File: src/multi_slot_timer_queue_defines.svh
// Assertion macros used by the timer queue sequencer
`ifndef MULTI_SLOT_TIMER_QUEUE_DEFINES_SVH
`define MULTI_SLOT_TIMER_QUEUE_DEFINES_SVH

// Check an expression at every clock edge outside reset
`define MSTQ_ASSERT(lbl, expr, msg) \
  lbl: assert property (@(posedge clk) disable iff (rst) (expr)) else $error(msg);

// Check that a condition is followed by another on the next edge
`define MSTQ_ASSERT_NEXT(lbl, ante, cons, msg) \
  lbl: assert property (@(posedge clk) disable iff (rst) (ante) |=> (cons)) else $error(msg);

`endif

File: src/mstq_pkg.sv
// Shared types and constants for the timer queue
`default_nettype none
package mstq_pkg;

  localparam int SLOT_W     = 4;
  localparam int WORD_W     = 32;
  localparam int IN_DATA_W  = 72;
  localparam int OUT_DATA_W = 72;
  localparam int APB_ADDR_W = 3;

  localparam logic [APB_ADDR_W-1:0] ADDR_SWITCH_ENABLE = 3'd0;
  localparam logic [APB_ADDR_W-1:0] ADDR_SWITCH_SLOT   = 3'd4;

  typedef enum logic [1:0] {
    FUNC_TICK   = 2'd0,
    FUNC_CONFIG = 2'd1,
    FUNC_RUN    = 2'd2,
    FUNC_CANCEL = 2'd3
  } func_t;

  typedef enum logic [1:0] {
    SCAN_COLLECT = 2'd0,
    SCAN_COUNT   = 2'd1,
    SCAN_DEC     = 2'd2
  } scan_mode_t;

  typedef enum logic [4:0] {
    S_IDLE, S_SORT, S_LATCH, S_DECIDE, S_DSCAN, S_DISARM, S_WCFG,
    S_ASCAN, S_ARM, S_EMIT, S_COLLECT, S_LRD, S_LTGT, S_FREAD,
    S_FLATCH, S_FIRE, S_TOUT
  } state_t;

  typedef struct packed {
    logic       take;
    logic       latch_cur;
    logic       set_target_list;
    logic       scan_start;
    logic       scan_run;
    scan_mode_t scan_mode;
    logic       set_ign;
    logic       disarm;
    logic       write_cfg;
    logic       arm_write;
    logic       fire_note;
    logic       emit_plain;
    logic       emit_fire;
    logic       k_inc;
  } cmd_t;

  typedef struct packed {
    func_t func;
    logic  slot_ok;
    logic  armed;
    logic  reload_ok;
    logic  repeat_on;
    logic  scan_done;
    logic  n_zero;
    logic  k_last;
    logic  out_free;
  } sts_t;

endpackage
`default_nettype wire

File: src/mstq_ctrl.sv
// Sequencer for the timer queue: decodes items and steps the datapath
`default_nettype none
`include "multi_slot_timer_queue_defines.svh"
module mstq_ctrl
  import mstq_pkg::*;
(
  input  wire logic clk,
  input  wire logic rst,
  input  wire logic in_valid,
  input  wire sts_t sts,
  output cmd_t      cmd
);

  state_t state, state_next;

  always_ff @(posedge clk) begin
    if (rst) begin
      state <= S_IDLE;
    end else begin
      state <= state_next;
    end
  end

  always_comb begin
    state_next = state;
    case (state)
      S_IDLE:    if (in_valid) state_next = S_SORT;
      S_SORT:    state_next = (sts.func == FUNC_TICK) ? S_COLLECT : S_LATCH;
      S_LATCH:   state_next = S_DECIDE;
      S_DECIDE: begin
        case (sts.func)
          FUNC_CONFIG: begin
            if (!sts.slot_ok) state_next = S_EMIT;
            else if (sts.armed) state_next = S_DSCAN;
            else state_next = S_WCFG;
          end
          FUNC_RUN: begin
            if (sts.slot_ok && sts.reload_ok && !sts.armed) state_next = S_ASCAN;
            else state_next = S_EMIT;
          end
          FUNC_CANCEL: begin
            state_next = (sts.slot_ok && sts.armed) ? S_DSCAN : S_EMIT;
          end
          default:     state_next = S_EMIT;
        endcase
      end
      S_DSCAN: begin
        if (sts.scan_done) state_next = (sts.func == FUNC_CONFIG) ? S_WCFG : S_DISARM;
      end
      S_DISARM:  state_next = S_EMIT;
      S_WCFG:    state_next = S_EMIT;
      S_ASCAN:   if (sts.scan_done) state_next = S_ARM;
      S_ARM:     state_next = (sts.func == FUNC_TICK) ? S_TOUT : S_EMIT;
      S_EMIT:    if (sts.out_free) state_next = S_IDLE;
      S_COLLECT: if (sts.scan_done) state_next = sts.n_zero ? S_EMIT : S_LRD;
      S_LRD:     state_next = S_LTGT;
      S_LTGT:    state_next = S_FREAD;
      S_FREAD:   state_next = S_FLATCH;
      S_FLATCH:  state_next = S_FIRE;
      S_FIRE:    state_next = (sts.repeat_on && sts.reload_ok) ? S_ASCAN : S_TOUT;
      S_TOUT:    if (sts.out_free) state_next = sts.k_last ? S_IDLE : S_LRD;
      default:   state_next = S_IDLE;
    endcase
  end

  always_comb begin
    cmd = '0;
    cmd.scan_mode = SCAN_COLLECT;
    case (state)
      S_IDLE:    cmd.take = 1'b1;
      S_SORT:    cmd.scan_start = 1'b1;
      S_LATCH:   cmd.latch_cur = 1'b1;
      S_DECIDE: begin
        cmd.scan_start = 1'b1;
        cmd.set_ign = (sts.func == FUNC_RUN) &&
                      !(sts.slot_ok && sts.reload_ok && !sts.armed);
      end
      S_DSCAN: begin
        cmd.scan_run  = 1'b1;
        cmd.scan_mode = SCAN_DEC;
      end
      S_DISARM:  cmd.disarm = 1'b1;
      S_WCFG:    cmd.write_cfg = 1'b1;
      S_ASCAN: begin
        cmd.scan_run  = 1'b1;
        cmd.scan_mode = SCAN_COUNT;
      end
      S_ARM:     cmd.arm_write = 1'b1;
      S_EMIT:    cmd.emit_plain = sts.out_free;
      S_COLLECT: begin
        cmd.scan_run  = 1'b1;
        cmd.scan_mode = SCAN_COLLECT;
      end
      S_LTGT:    cmd.set_target_list = 1'b1;
      S_FLATCH:  cmd.latch_cur = 1'b1;
      S_FIRE: begin
        cmd.disarm     = 1'b1;
        cmd.fire_note  = 1'b1;
        cmd.scan_start = 1'b1;
      end
      S_TOUT: begin
        cmd.emit_fire = sts.out_free;
        cmd.k_inc     = sts.out_free;
      end
      default:   cmd = '0;
    endcase
  end

  `MSTQ_ASSERT_NEXT(a_accept_leaves_idle, cmd.take && in_valid, state == S_SORT, "no start")
  `MSTQ_ASSERT(a_emit_needs_room, !(cmd.emit_plain || cmd.emit_fire) || sts.out_free, "overrun")
  `MSTQ_ASSERT(a_list_not_empty, state != S_LRD || !sts.n_zero, "empty expiry list read")
  `MSTQ_ASSERT_NEXT(a_arm_after_count, state == S_ARM, state == S_TOUT || state == S_EMIT, "bad arm")

endmodule
`default_nettype wire

File: src/mstq_dpath.sv
// Slot storage, tick counter, scan unit and result register of the timer queue
`default_nettype none
module mstq_dpath
  import mstq_pkg::*;
#(
  parameter int NUM_SLOTS = 16
) (
  input  wire logic              clk,
  input  wire logic              rst,
  input  wire cmd_t              cmd,
  input  wire logic              in_valid,
  input  wire logic [1:0]        in_func,
  input  wire logic [SLOT_W-1:0] in_slot,
  input  wire logic [WORD_W-1:0] in_reload,
  input  wire logic              in_repeat,
  input  wire logic [WORD_W-1:0] in_event,
  input  wire logic              in_hasq,
  input  wire logic              switch_enable,
  input  wire logic [SLOT_W-1:0] switch_slot,
  input  wire logic              out_ready,
  output sts_t                   sts,
  output logic                   out_valid,
  output logic [SLOT_W-1:0]      fired_slot,
  output logic [WORD_W-1:0]      fired_data,
  output logic                   fired,
  output logic                   to_queue,
  output logic                   task_switch,
  output logic                   status,
  output logic [WORD_W-1:0]      tick_now,
  output logic                   last
);

  localparam int IW = $clog2(NUM_SLOTS);
  localparam int CW = IW + 1;

  logic [WORD_W-1:0] mem_reload   [NUM_SLOTS];
  logic [WORD_W-1:0] mem_payload  [NUM_SLOTS];
  logic              mem_repeat   [NUM_SLOTS];
  logic              mem_hasq     [NUM_SLOTS];
  logic [WORD_W-1:0] mem_deadline [NUM_SLOTS];
  logic [IW-1:0]     mem_order    [NUM_SLOTS];
  logic [IW-1:0]     list_mem     [NUM_SLOTS];

  logic [NUM_SLOTS-1:0] slot_armed;
  logic [NUM_SLOTS-1:0] slot_conf;

  logic [WORD_W-1:0] tick_counter;
  func_t             item_func;
  logic [SLOT_W-1:0] item_slot;
  logic [WORD_W-1:0] item_reload;
  logic              item_repeat;
  logic [WORD_W-1:0] item_event;
  logic              item_hasq;

  logic [IW-1:0]     target;
  logic [WORD_W-1:0] rd_reload, rd_payload, rd_deadline;
  logic              rd_repeat, rd_hasq;
  logic [IW-1:0]     rd_order;
  logic [IW-1:0]     list_rdata;

  logic [WORD_W-1:0] cur_reload, cur_payload, cur_deadline;
  logic              cur_repeat, cur_hasq;
  logic [IW-1:0]     cur_order;

  logic [CW-1:0] scan_rd;
  logic          pv;
  logic [IW-1:0] pidx;
  logic [CW-1:0] cnt;
  logic [CW-1:0] n;
  logic [CW-1:0] k;
  logic          sw;
  logic          ign;

  logic              accept;
  logic [IW-1:0]     raddr;
  logic [WORD_W-1:0] ref_dl;
  logic              p_armed;
  logic              dec_we;
  logic              cnt_inc;
  logic              col_we;
  logic              k_last;

  assign accept  = cmd.take && in_valid;
  assign raddr   = cmd.scan_run ? scan_rd[IW-1:0] : target;
  assign ref_dl  = tick_counter + cur_reload;
  assign p_armed = slot_armed[pidx];
  assign dec_we  = cmd.scan_run && cmd.scan_mode == SCAN_DEC && pv && pidx != target &&
                   p_armed && rd_deadline == cur_deadline && rd_order > cur_order;
  assign cnt_inc = cmd.scan_run && cmd.scan_mode == SCAN_COUNT && pv && p_armed &&
                   rd_deadline == ref_dl;
  assign col_we  = cmd.scan_run && cmd.scan_mode == SCAN_COLLECT && pv && p_armed &&
                   rd_deadline == tick_counter;
  assign k_last  = (k + CW'(1)) == n;

  always_comb begin
    sts.func      = item_func;
    sts.slot_ok   = 32'(item_slot) < 32'(NUM_SLOTS);
    sts.armed     = slot_armed[target];
    sts.reload_ok = slot_conf[target] && cur_reload != '0;
    sts.repeat_on = cur_repeat;
    sts.scan_done = pv && pidx == IW'(NUM_SLOTS - 1);
    sts.n_zero    = n == '0;
    sts.k_last    = k_last;
    sts.out_free  = !out_valid || out_ready;
  end

  // hold the item, step the counter on a tick transfer
  always_ff @(posedge clk) begin
    if (rst) begin
      tick_counter <= '0;
      item_func    <= FUNC_TICK;
    end else if (accept) begin
      item_func <= func_t'(in_func);
      if (func_t'(in_func) == FUNC_TICK) tick_counter <= tick_counter + WORD_W'(1);
    end
  end

  always_ff @(posedge clk) begin
    if (accept) begin
      item_slot   <= in_slot;
      item_reload <= in_reload;
      item_repeat <= in_repeat;
      item_event  <= in_event;
      item_hasq   <= in_hasq;
      target      <= IW'(in_slot);
    end else if (cmd.set_target_list) begin
      target <= list_rdata;
    end
    if (cmd.latch_cur) begin
      cur_reload   <= rd_reload;
      cur_payload  <= rd_payload;
      cur_deadline <= rd_deadline;
      cur_repeat   <= rd_repeat;
      cur_hasq     <= rd_hasq;
      cur_order    <= rd_order;
    end
  end

  always_ff @(posedge clk) begin
    if (cmd.write_cfg) begin
      mem_reload[target]  <= item_reload;
      mem_payload[target] <= item_event;
      mem_repeat[target]  <= item_repeat;
      mem_hasq[target]    <= item_hasq;
    end
    if (cmd.arm_write) begin
      mem_deadline[target] <= ref_dl;
      mem_order[target]    <= cnt[IW-1:0];
    end else if (dec_we) begin
      mem_order[pidx] <= rd_order - IW'(1);
    end
    rd_reload   <= mem_reload[raddr];
    rd_payload  <= mem_payload[raddr];
    rd_repeat   <= mem_repeat[raddr];
    rd_hasq     <= mem_hasq[raddr];
    rd_deadline <= mem_deadline[raddr];
    rd_order    <= mem_order[raddr];
  end

  always_ff @(posedge clk) begin
    if (col_we) list_mem[rd_order] <= pidx;
    list_rdata <= list_mem[k[IW-1:0]];
  end

  always_ff @(posedge clk) begin
    if (rst) begin
      slot_armed <= '0;
      slot_conf  <= '0;
    end else if (cmd.write_cfg) begin
      slot_armed[target] <= 1'b0;
      slot_conf[target]  <= 1'b1;
    end else if (cmd.arm_write) begin
      slot_armed[target] <= 1'b1;
    end else if (cmd.disarm) begin
      slot_armed[target] <= 1'b0;
    end
  end

  // scan unit: one slot issued and one slot checked per cycle
  always_ff @(posedge clk) begin
    if (rst || cmd.scan_start) begin
      scan_rd <= '0;
      pv      <= 1'b0;
      cnt     <= '0;
    end else begin
      pv   <= cmd.scan_run && scan_rd < CW'(NUM_SLOTS);
      pidx <= scan_rd[IW-1:0];
      if (cmd.scan_run && scan_rd < CW'(NUM_SLOTS)) scan_rd <= scan_rd + CW'(1);
      if (cnt_inc) cnt <= cnt + CW'(1);
    end
  end

  always_ff @(posedge clk) begin
    if (rst || accept) begin
      n   <= '0;
      k   <= '0;
      sw  <= 1'b0;
      ign <= 1'b0;
    end else begin
      if (col_we) n <= n + CW'(1);
      if (cmd.k_inc) k <= k + CW'(1);
      if (cmd.set_ign) ign <= 1'b1;
      if (cmd.fire_note && !cur_hasq && switch_enable &&
          32'(target) == 32'(switch_slot)) sw <= 1'b1;
    end
  end

  always_ff @(posedge clk) begin
    if (rst) begin
      out_valid <= 1'b0;
    end else if (cmd.emit_plain || cmd.emit_fire) begin
      out_valid <= 1'b1;
    end else if (out_ready) begin
      out_valid <= 1'b0;
    end
  end

  always_ff @(posedge clk) begin
    if (cmd.emit_plain) begin
      fired_slot  <= '0;
      fired_data  <= '0;
      fired       <= 1'b0;
      to_queue    <= 1'b0;
      task_switch <= 1'b0;
      status      <= ign;
      tick_now    <= tick_counter;
      last        <= 1'b1;
    end else if (cmd.emit_fire) begin
      fired_slot  <= SLOT_W'(target);
      fired_data  <= cur_hasq ? cur_payload : '0;
      fired       <= 1'b1;
      to_queue    <= cur_hasq;
      task_switch <= k_last && sw;
      status      <= 1'b0;
      tick_now    <= tick_counter;
      last        <= k_last;
    end
  end

endmodule
`default_nettype wire

File: src/multi_slot_timer_queue.sv
// Top level of the timer queue: stream ports, register port, sequencer and datapath
//
//  channel  | dir | transfer on                      | contents
//  s_axis   | in  | s_axis_tvalid & s_axis_tready    | one tick, configure, run or cancel
//  m_axis   | out | m_axis_tvalid & m_axis_tready    | one result; tlast ends an item
//  apb      | in  | psel & penable & pwrite & pready | switch_enable, switch_slot
//
//  Configure, run, cancel: sort, latch, decide and emit, plus a write, arm or disarm
//  step when a slot is written, armed or disarmed, and a slot scan when one is disarmed or armed.
//  Tick: a deadline scan, then a plain result or, per expired slot, list read, target,
//  slot read, latch, fire and result, plus an interval re-arm scan for each reload.
//  Scans go through the slot memory one entry per cycle.
//  Reset clears counter and slot states at once; no clearing pass.
//  A stalled result holds the next one; a new item is taken while the last waits.
`default_nettype none
module multi_slot_timer_queue
  import mstq_pkg::*;
#(
  parameter int NUM_SLOTS = 16
) (
  input  wire logic                  clk,
  input  wire logic                  rst,
  input  wire logic                  s_axis_tvalid,
  output logic                       s_axis_tready,
  // slot[3:0], reload_count[35:4], repeat_mode[36], event_data[68:37],
  // has_destination[69], zero[71:70]
  input  wire logic [IN_DATA_W-1:0]  s_axis_tdata,
  // func[1:0]
  input  wire logic [1:0]            s_axis_tuser,
  output logic                       m_axis_tvalid,
  input  wire logic                  m_axis_tready,
  // fired_slot[3:0], fired_data[35:4], tick_now[67:36], zero[71:68]
  output logic [OUT_DATA_W-1:0]      m_axis_tdata,
  // fired[0], to_queue[1], task_switch[2], status[3]
  output logic [3:0]                 m_axis_tuser,
  output logic                       m_axis_tlast,
  input  wire logic                  psel,
  input  wire logic                  penable,
  input  wire logic                  pwrite,
  input  wire logic [APB_ADDR_W-1:0] paddr,
  input  wire logic [31:0]           pwdata,
  output logic [31:0]                prdata,
  output logic                       pready
);

  cmd_t              cmd;
  sts_t              sts;
  logic              switch_enable;
  logic [SLOT_W-1:0] switch_slot;
  logic [SLOT_W-1:0] fired_slot;
  logic [WORD_W-1:0] fired_data;
  logic [WORD_W-1:0] tick_now;
  logic              fired, to_queue, task_switch, status;

  assign pready = 1'b1;

  always_ff @(posedge clk) begin
    if (rst) begin
      switch_enable <= 1'b0;
      switch_slot   <= '0;
    end else if (psel && penable && pwrite && pready) begin
      if (paddr == ADDR_SWITCH_ENABLE) switch_enable <= pwdata[0];
      if (paddr == ADDR_SWITCH_SLOT) switch_slot <= pwdata[SLOT_W-1:0];
    end
  end

  always_comb begin
    prdata = '0;
    if (paddr == ADDR_SWITCH_ENABLE) prdata = 32'(switch_enable);
    else if (paddr == ADDR_SWITCH_SLOT) prdata = 32'(switch_slot);
  end

  assign s_axis_tready = cmd.take;

  mstq_ctrl u_ctrl (
    .clk      (clk),
    .rst      (rst),
    .in_valid (s_axis_tvalid),
    .sts      (sts),
    .cmd      (cmd)
  );

  mstq_dpath #(
    .NUM_SLOTS (NUM_SLOTS)
  ) u_dpath (
    .clk           (clk),
    .rst           (rst),
    .cmd           (cmd),
    .in_valid      (s_axis_tvalid),
    .in_func       (s_axis_tuser),
    .in_slot       (s_axis_tdata[3:0]),
    .in_reload     (s_axis_tdata[35:4]),
    .in_repeat     (s_axis_tdata[36]),
    .in_event      (s_axis_tdata[68:37]),
    .in_hasq       (s_axis_tdata[69]),
    .switch_enable (switch_enable),
    .switch_slot   (switch_slot),
    .out_ready     (m_axis_tready),
    .sts           (sts),
    .out_valid     (m_axis_tvalid),
    .fired_slot    (fired_slot),
    .fired_data    (fired_data),
    .fired         (fired),
    .to_queue      (to_queue),
    .task_switch   (task_switch),
    .status        (status),
    .tick_now      (tick_now),
    .last          (m_axis_tlast)
  );

  assign m_axis_tdata = {4'b0, tick_now, fired_data, fired_slot};
  assign m_axis_tuser = {status, task_switch, to_queue, fired};

endmodule
`default_nettype wire

File: config.mk
export PLATFORM = sky130hd
export DESIGN_NAME = multi_slot_timer_queue
export DESIGN_NICKNAME = d
export VERILOG_FILES = /design/src/mstq_pkg.sv /design/src/mstq_ctrl.sv /design/src/mstq_dpath.sv /design/src/multi_slot_timer_queue.sv
export VERILOG_INCLUDE_DIRS = /design/src /design/src/src
export SDC_FILE = /design/constraint.sdc
export NUM_CORES = 2
export LEC_CHECK = 0
export BUFFER_PORTS_ARGS = -buffer_cell sky130_fd_sc_hd__buf_2
export CAP_MARGIN = 20
export CORE_MARGIN = 2
export CORE_UTILIZATION = 62
export CTS_CLUSTER_SIZE = 8
export DETAILED_ROUTE_END_ITERATION = 12
export PLACE_DENSITY_LB_ADDON = 0.1
export SLEW_MARGIN = 5
export SYNTH_ARGS = -nofsm -noshare
export SYNTH_HDL_FRONTEND = slang
export SYNTH_HIERARCHICAL = 1
export SYNTH_SLANG_ARGS = --single-unit
File: constraint.sdc
create_clock -name clk -period 14.87 [get_ports clk]
set_input_delay 0.7435 -clock clk [delete_from_list [all_inputs] [get_ports clk]]
set_output_delay 0.7435 -clock clk [all_outputs]
set_load 0.02 [all_outputs]
==> impl_metrics.toml <==
[drt]
vias = 44047
finalWirelength_um = 192600
routedWlPerCell_um = 27.98
ant_nets = 0
first_iter_violations = 4774
viasPerCell = 6.398
drtPass1Iterations = 5
drc = 0

[cells_and_area]
drive_gt1_frac = 0.2197
finalInstanceArea_sq_um = 95960
area_delta_synth_final_pct = 14.82
nNetsFinal = 5065
final_common_cell = "edfxtp_1"
finalNonFillerCells = 6885
layout_common_cells = "edfxtp_1, mux4_2, clkbuf_16"
antenna_cells = 0

[hold_path]
hold_class = "in -> reg"
hold_path_depth = 1
holdPathEnd = "u_dpath/item_reload[17]"
worstHoldStart = "s_axis_tdata[21]"

[setup_path]
start_kind = "register"
worstSetupPathType = "reg -> reg"
r2r-start = "u_ctrl/state[0]"
worst-endpoint-required_ns = 15.57
cp_max_fo = 101
rrSetupSlack_ns = 9.18
endpoint_kind = "register"
cp_data_arrival_time_ns = 6.38
ff2ff_path_depth = 12
timing.rr.end = "u_dpath/rd_deadline[12]"

[sta]
report.final.setup_viol = 0
fin_crit_ns = 5.686
timing.hold.ws_ns = 0.05171
relSlewSlack = 0.2307
tightestPinTransition_ns = 1.154
fmax_mhz = 175.9
skew_ns = 0.05689
finalSetupTns_ns = 0
finalHoldViolCount = 0
fin_crit_sh = 0.3824
drv_slew = 0
rsz0062_at_grt = "no"
setup_ws_ns = 9.184

[global_routing]
grt_max_degree = 142
grt_antenna_before_repair = 3
grt_pass1_wl_um = 284600
gr-usage-all-layers = 0.2839
overflow = 0
grt_pass1_vias = 44238

[clock_tree]
tritoncts = "built"
cts-root-buf = "clkbuf_16"
clk_pin_slew_worst_paths_ns = 0.05
postCtsSetupBuffers = 0
htree_levels = 5
insertion_delay_ns = 0.90
post_cts_resized = 0
clock_sinks = 2150
hold_buffers = 42
clock_path_buffers = 4
numCtsBuffers = 319

[placed_design]
placed_area_sq_um = 86420
dp.cells = 6293
pre_cts_slack_ns = 9.221
gp_congestion = 0.9156
portBuffers = 164
place_hpwl_um = 100400

[pwr]
p_per_area_nw_per_um2 = 182.8
ir_worst_vdd_mv = 0.2054
leakage_nw = 31.92

[die]
die_h_um = 371.2
fp.coreArea_sq_um = 133600
dieArea_sq_um = 137800
die_x_um = 371.2
pin_count = 228
rows = 134
initial_core_util = 0.6255

[job]
drv_cap = 0

[synth]
yosysWarningCount = 6
synthCells = 4533
yosys.cell_types.count = 89
syn_area_per_cell_sq_um = 18.44
synth_enable_flop_cells = 1905
netlist_area_sq_um = 83580
synth.yosys.seq_area_share = 0.7431
async_flop_share = 0
synth_flop_cell = "edfxtp_1"
ys_ff_latch = 2150

[run_status]
run_status = "completed"
==> cell usage after synthesis (20+ instances only) <==
| library cell | number | share of area |
|---|---|---|
| a211oi_1 | 113 | 0.010 |
| a21oi_1 | 81 | 0.0049 |
| a22o_1 | 35 | 0.0037 |
| a31oi_1 | 107 | 0.0080 |
| and2_1 | 109 | 0.0082 |
| and3_1 | 42 | 0.0031 |
| buf_1 | 55 | 0.0025 |
| buf_4 | 42 | 0.0038 |
| clkbuf_1 | 184 | 0.0083 |
| dfxtp_1 | 245 | 0.059 |
| edfxtp_1 | 1905 | 0.68 |
| ha_1 | 46 | 0.0069 |
| inv_1 | 30 | 0.0013 |
| mux2i_1 | 32 | 0.0038 |
| mux4_2 | 440 | 0.12 |
| nand2_1 | 319 | 0.014 |
| nand2b_1 | 29 | 0.0022 |
| nand3_1 | 25 | 0.0015 |
| nand4_1 | 41 | 0.0031 |
| nor2_1 | 164 | 0.0074 |
| nor2b_1 | 20 | 0.0015 |
| nor3_1 | 36 | 0.0022 |
| nor4_1 | 35 | 0.0026 |
| o21ai_0 | 43 | 0.0026 |
| xnor2_1 | 68 | 0.0071 |
| xor2_1 | 108 | 0.011 |
==> report_power, final <==
| part | switching (mW) | internal (mW) |
|---|---|---|
| Clock | 2.40 | 4.02 |
| Sequential | 0.534 | 7.36 |
| Combinational | 1.83 | 1.39 |
| Total | 4.76 | 12.8 |
==> through the flow <==
step                        util  power (mW)
after floorplan                -       10.16
after global placement    0.6464       11.13
after detailed placement  0.6467       11.19
after CTS                 0.7172       17.65
after global routing      0.7182       18.21
final                     0.7182       17.54
==> kinds of logic (layout without fill, tap and decap cells) <==
group                      after synthesis  count (layout)  share of synthesized area
adders and majority gates               47              47                   0.007126
xor gates and xnor gates               177             177                    0.01871
other                                    3              34                  0.0001347
muxes                                  486             486                     0.1243
and+or+nand+nor                        882             882                    0.05190
DFF                                   2150            2150                     0.7431
AOI/OAI and AO/OA                      466             466                    0.03807
buffers and inverters                  322             875                    0.01663
==> layer usage <==
layer / wire [um] / global-route usage / vias up
met5: 0 / 0 / -
met3: 14920 / 0.04799 / 287
li1: - / - / 18783
met4: 3729 / 0.07303 / 0
met1: 80500 / 0.4178 / 23034
met2: 93500 / 0.4508 / 1943
==> worst max path at each step <==
stage	from	end	cells after the start
after floorplan	u_ctrl/state[4]	u_dpath/cur_deadline[0]	3
after global placement	u_ctrl/state[0]	u_dpath/rd_reload[22]	12
after detailed placement	u_ctrl/state[0]	u_dpath/rd_reload[19]	12
after CTS	u_ctrl/state[0]	u_dpath/rd_deadline[12]	12
after global routing	u_ctrl/state[0]	u_dpath/rd_reload[12]	10
final	u_ctrl/state[0]	u_dpath/rd_deadline[12]	12
==> critical path, stage by stage, from the launching register on <==
cell      delay [ns]
dfxtp_1         0.85
nand2_1         0.28
o211a_2         0.38
nor2_1          0.23
buf_4           0.27
mux2i_4         0.24
buf_4           0.75
buf_12          0.53
buf_4           0.75
mux4_2          0.40
and2_1          0.16
a211oi_1        0.31
a31oi_1         0.08
==> flip-flops by register name (all words and copies together) (netlist names), 64 cells and up, named ones only <==
| signal | count |
|---|---|
| u_dpath/list_mem | 64 |
| u_dpath/mem_payload | 512 |
| u_dpath/mem_reload | 512 |
| u_dpath/mem_deadline | 512 |
| u_dpath/mem_order | 64 |
==> final cells by class <==
cell class                      count  area [sq um]
Fill cell                        8038         37660
Clock buffer                      527          8901
Timing Repair Buffer              307          2091
Clock inverter                      9         88.84
Sequential cell                  2150         62110
Inverter                           32         122.6
Tap cell                         1768          2212
Multi-Input combinational cell   2092         20440
Power figures use the tool's default switching activity.
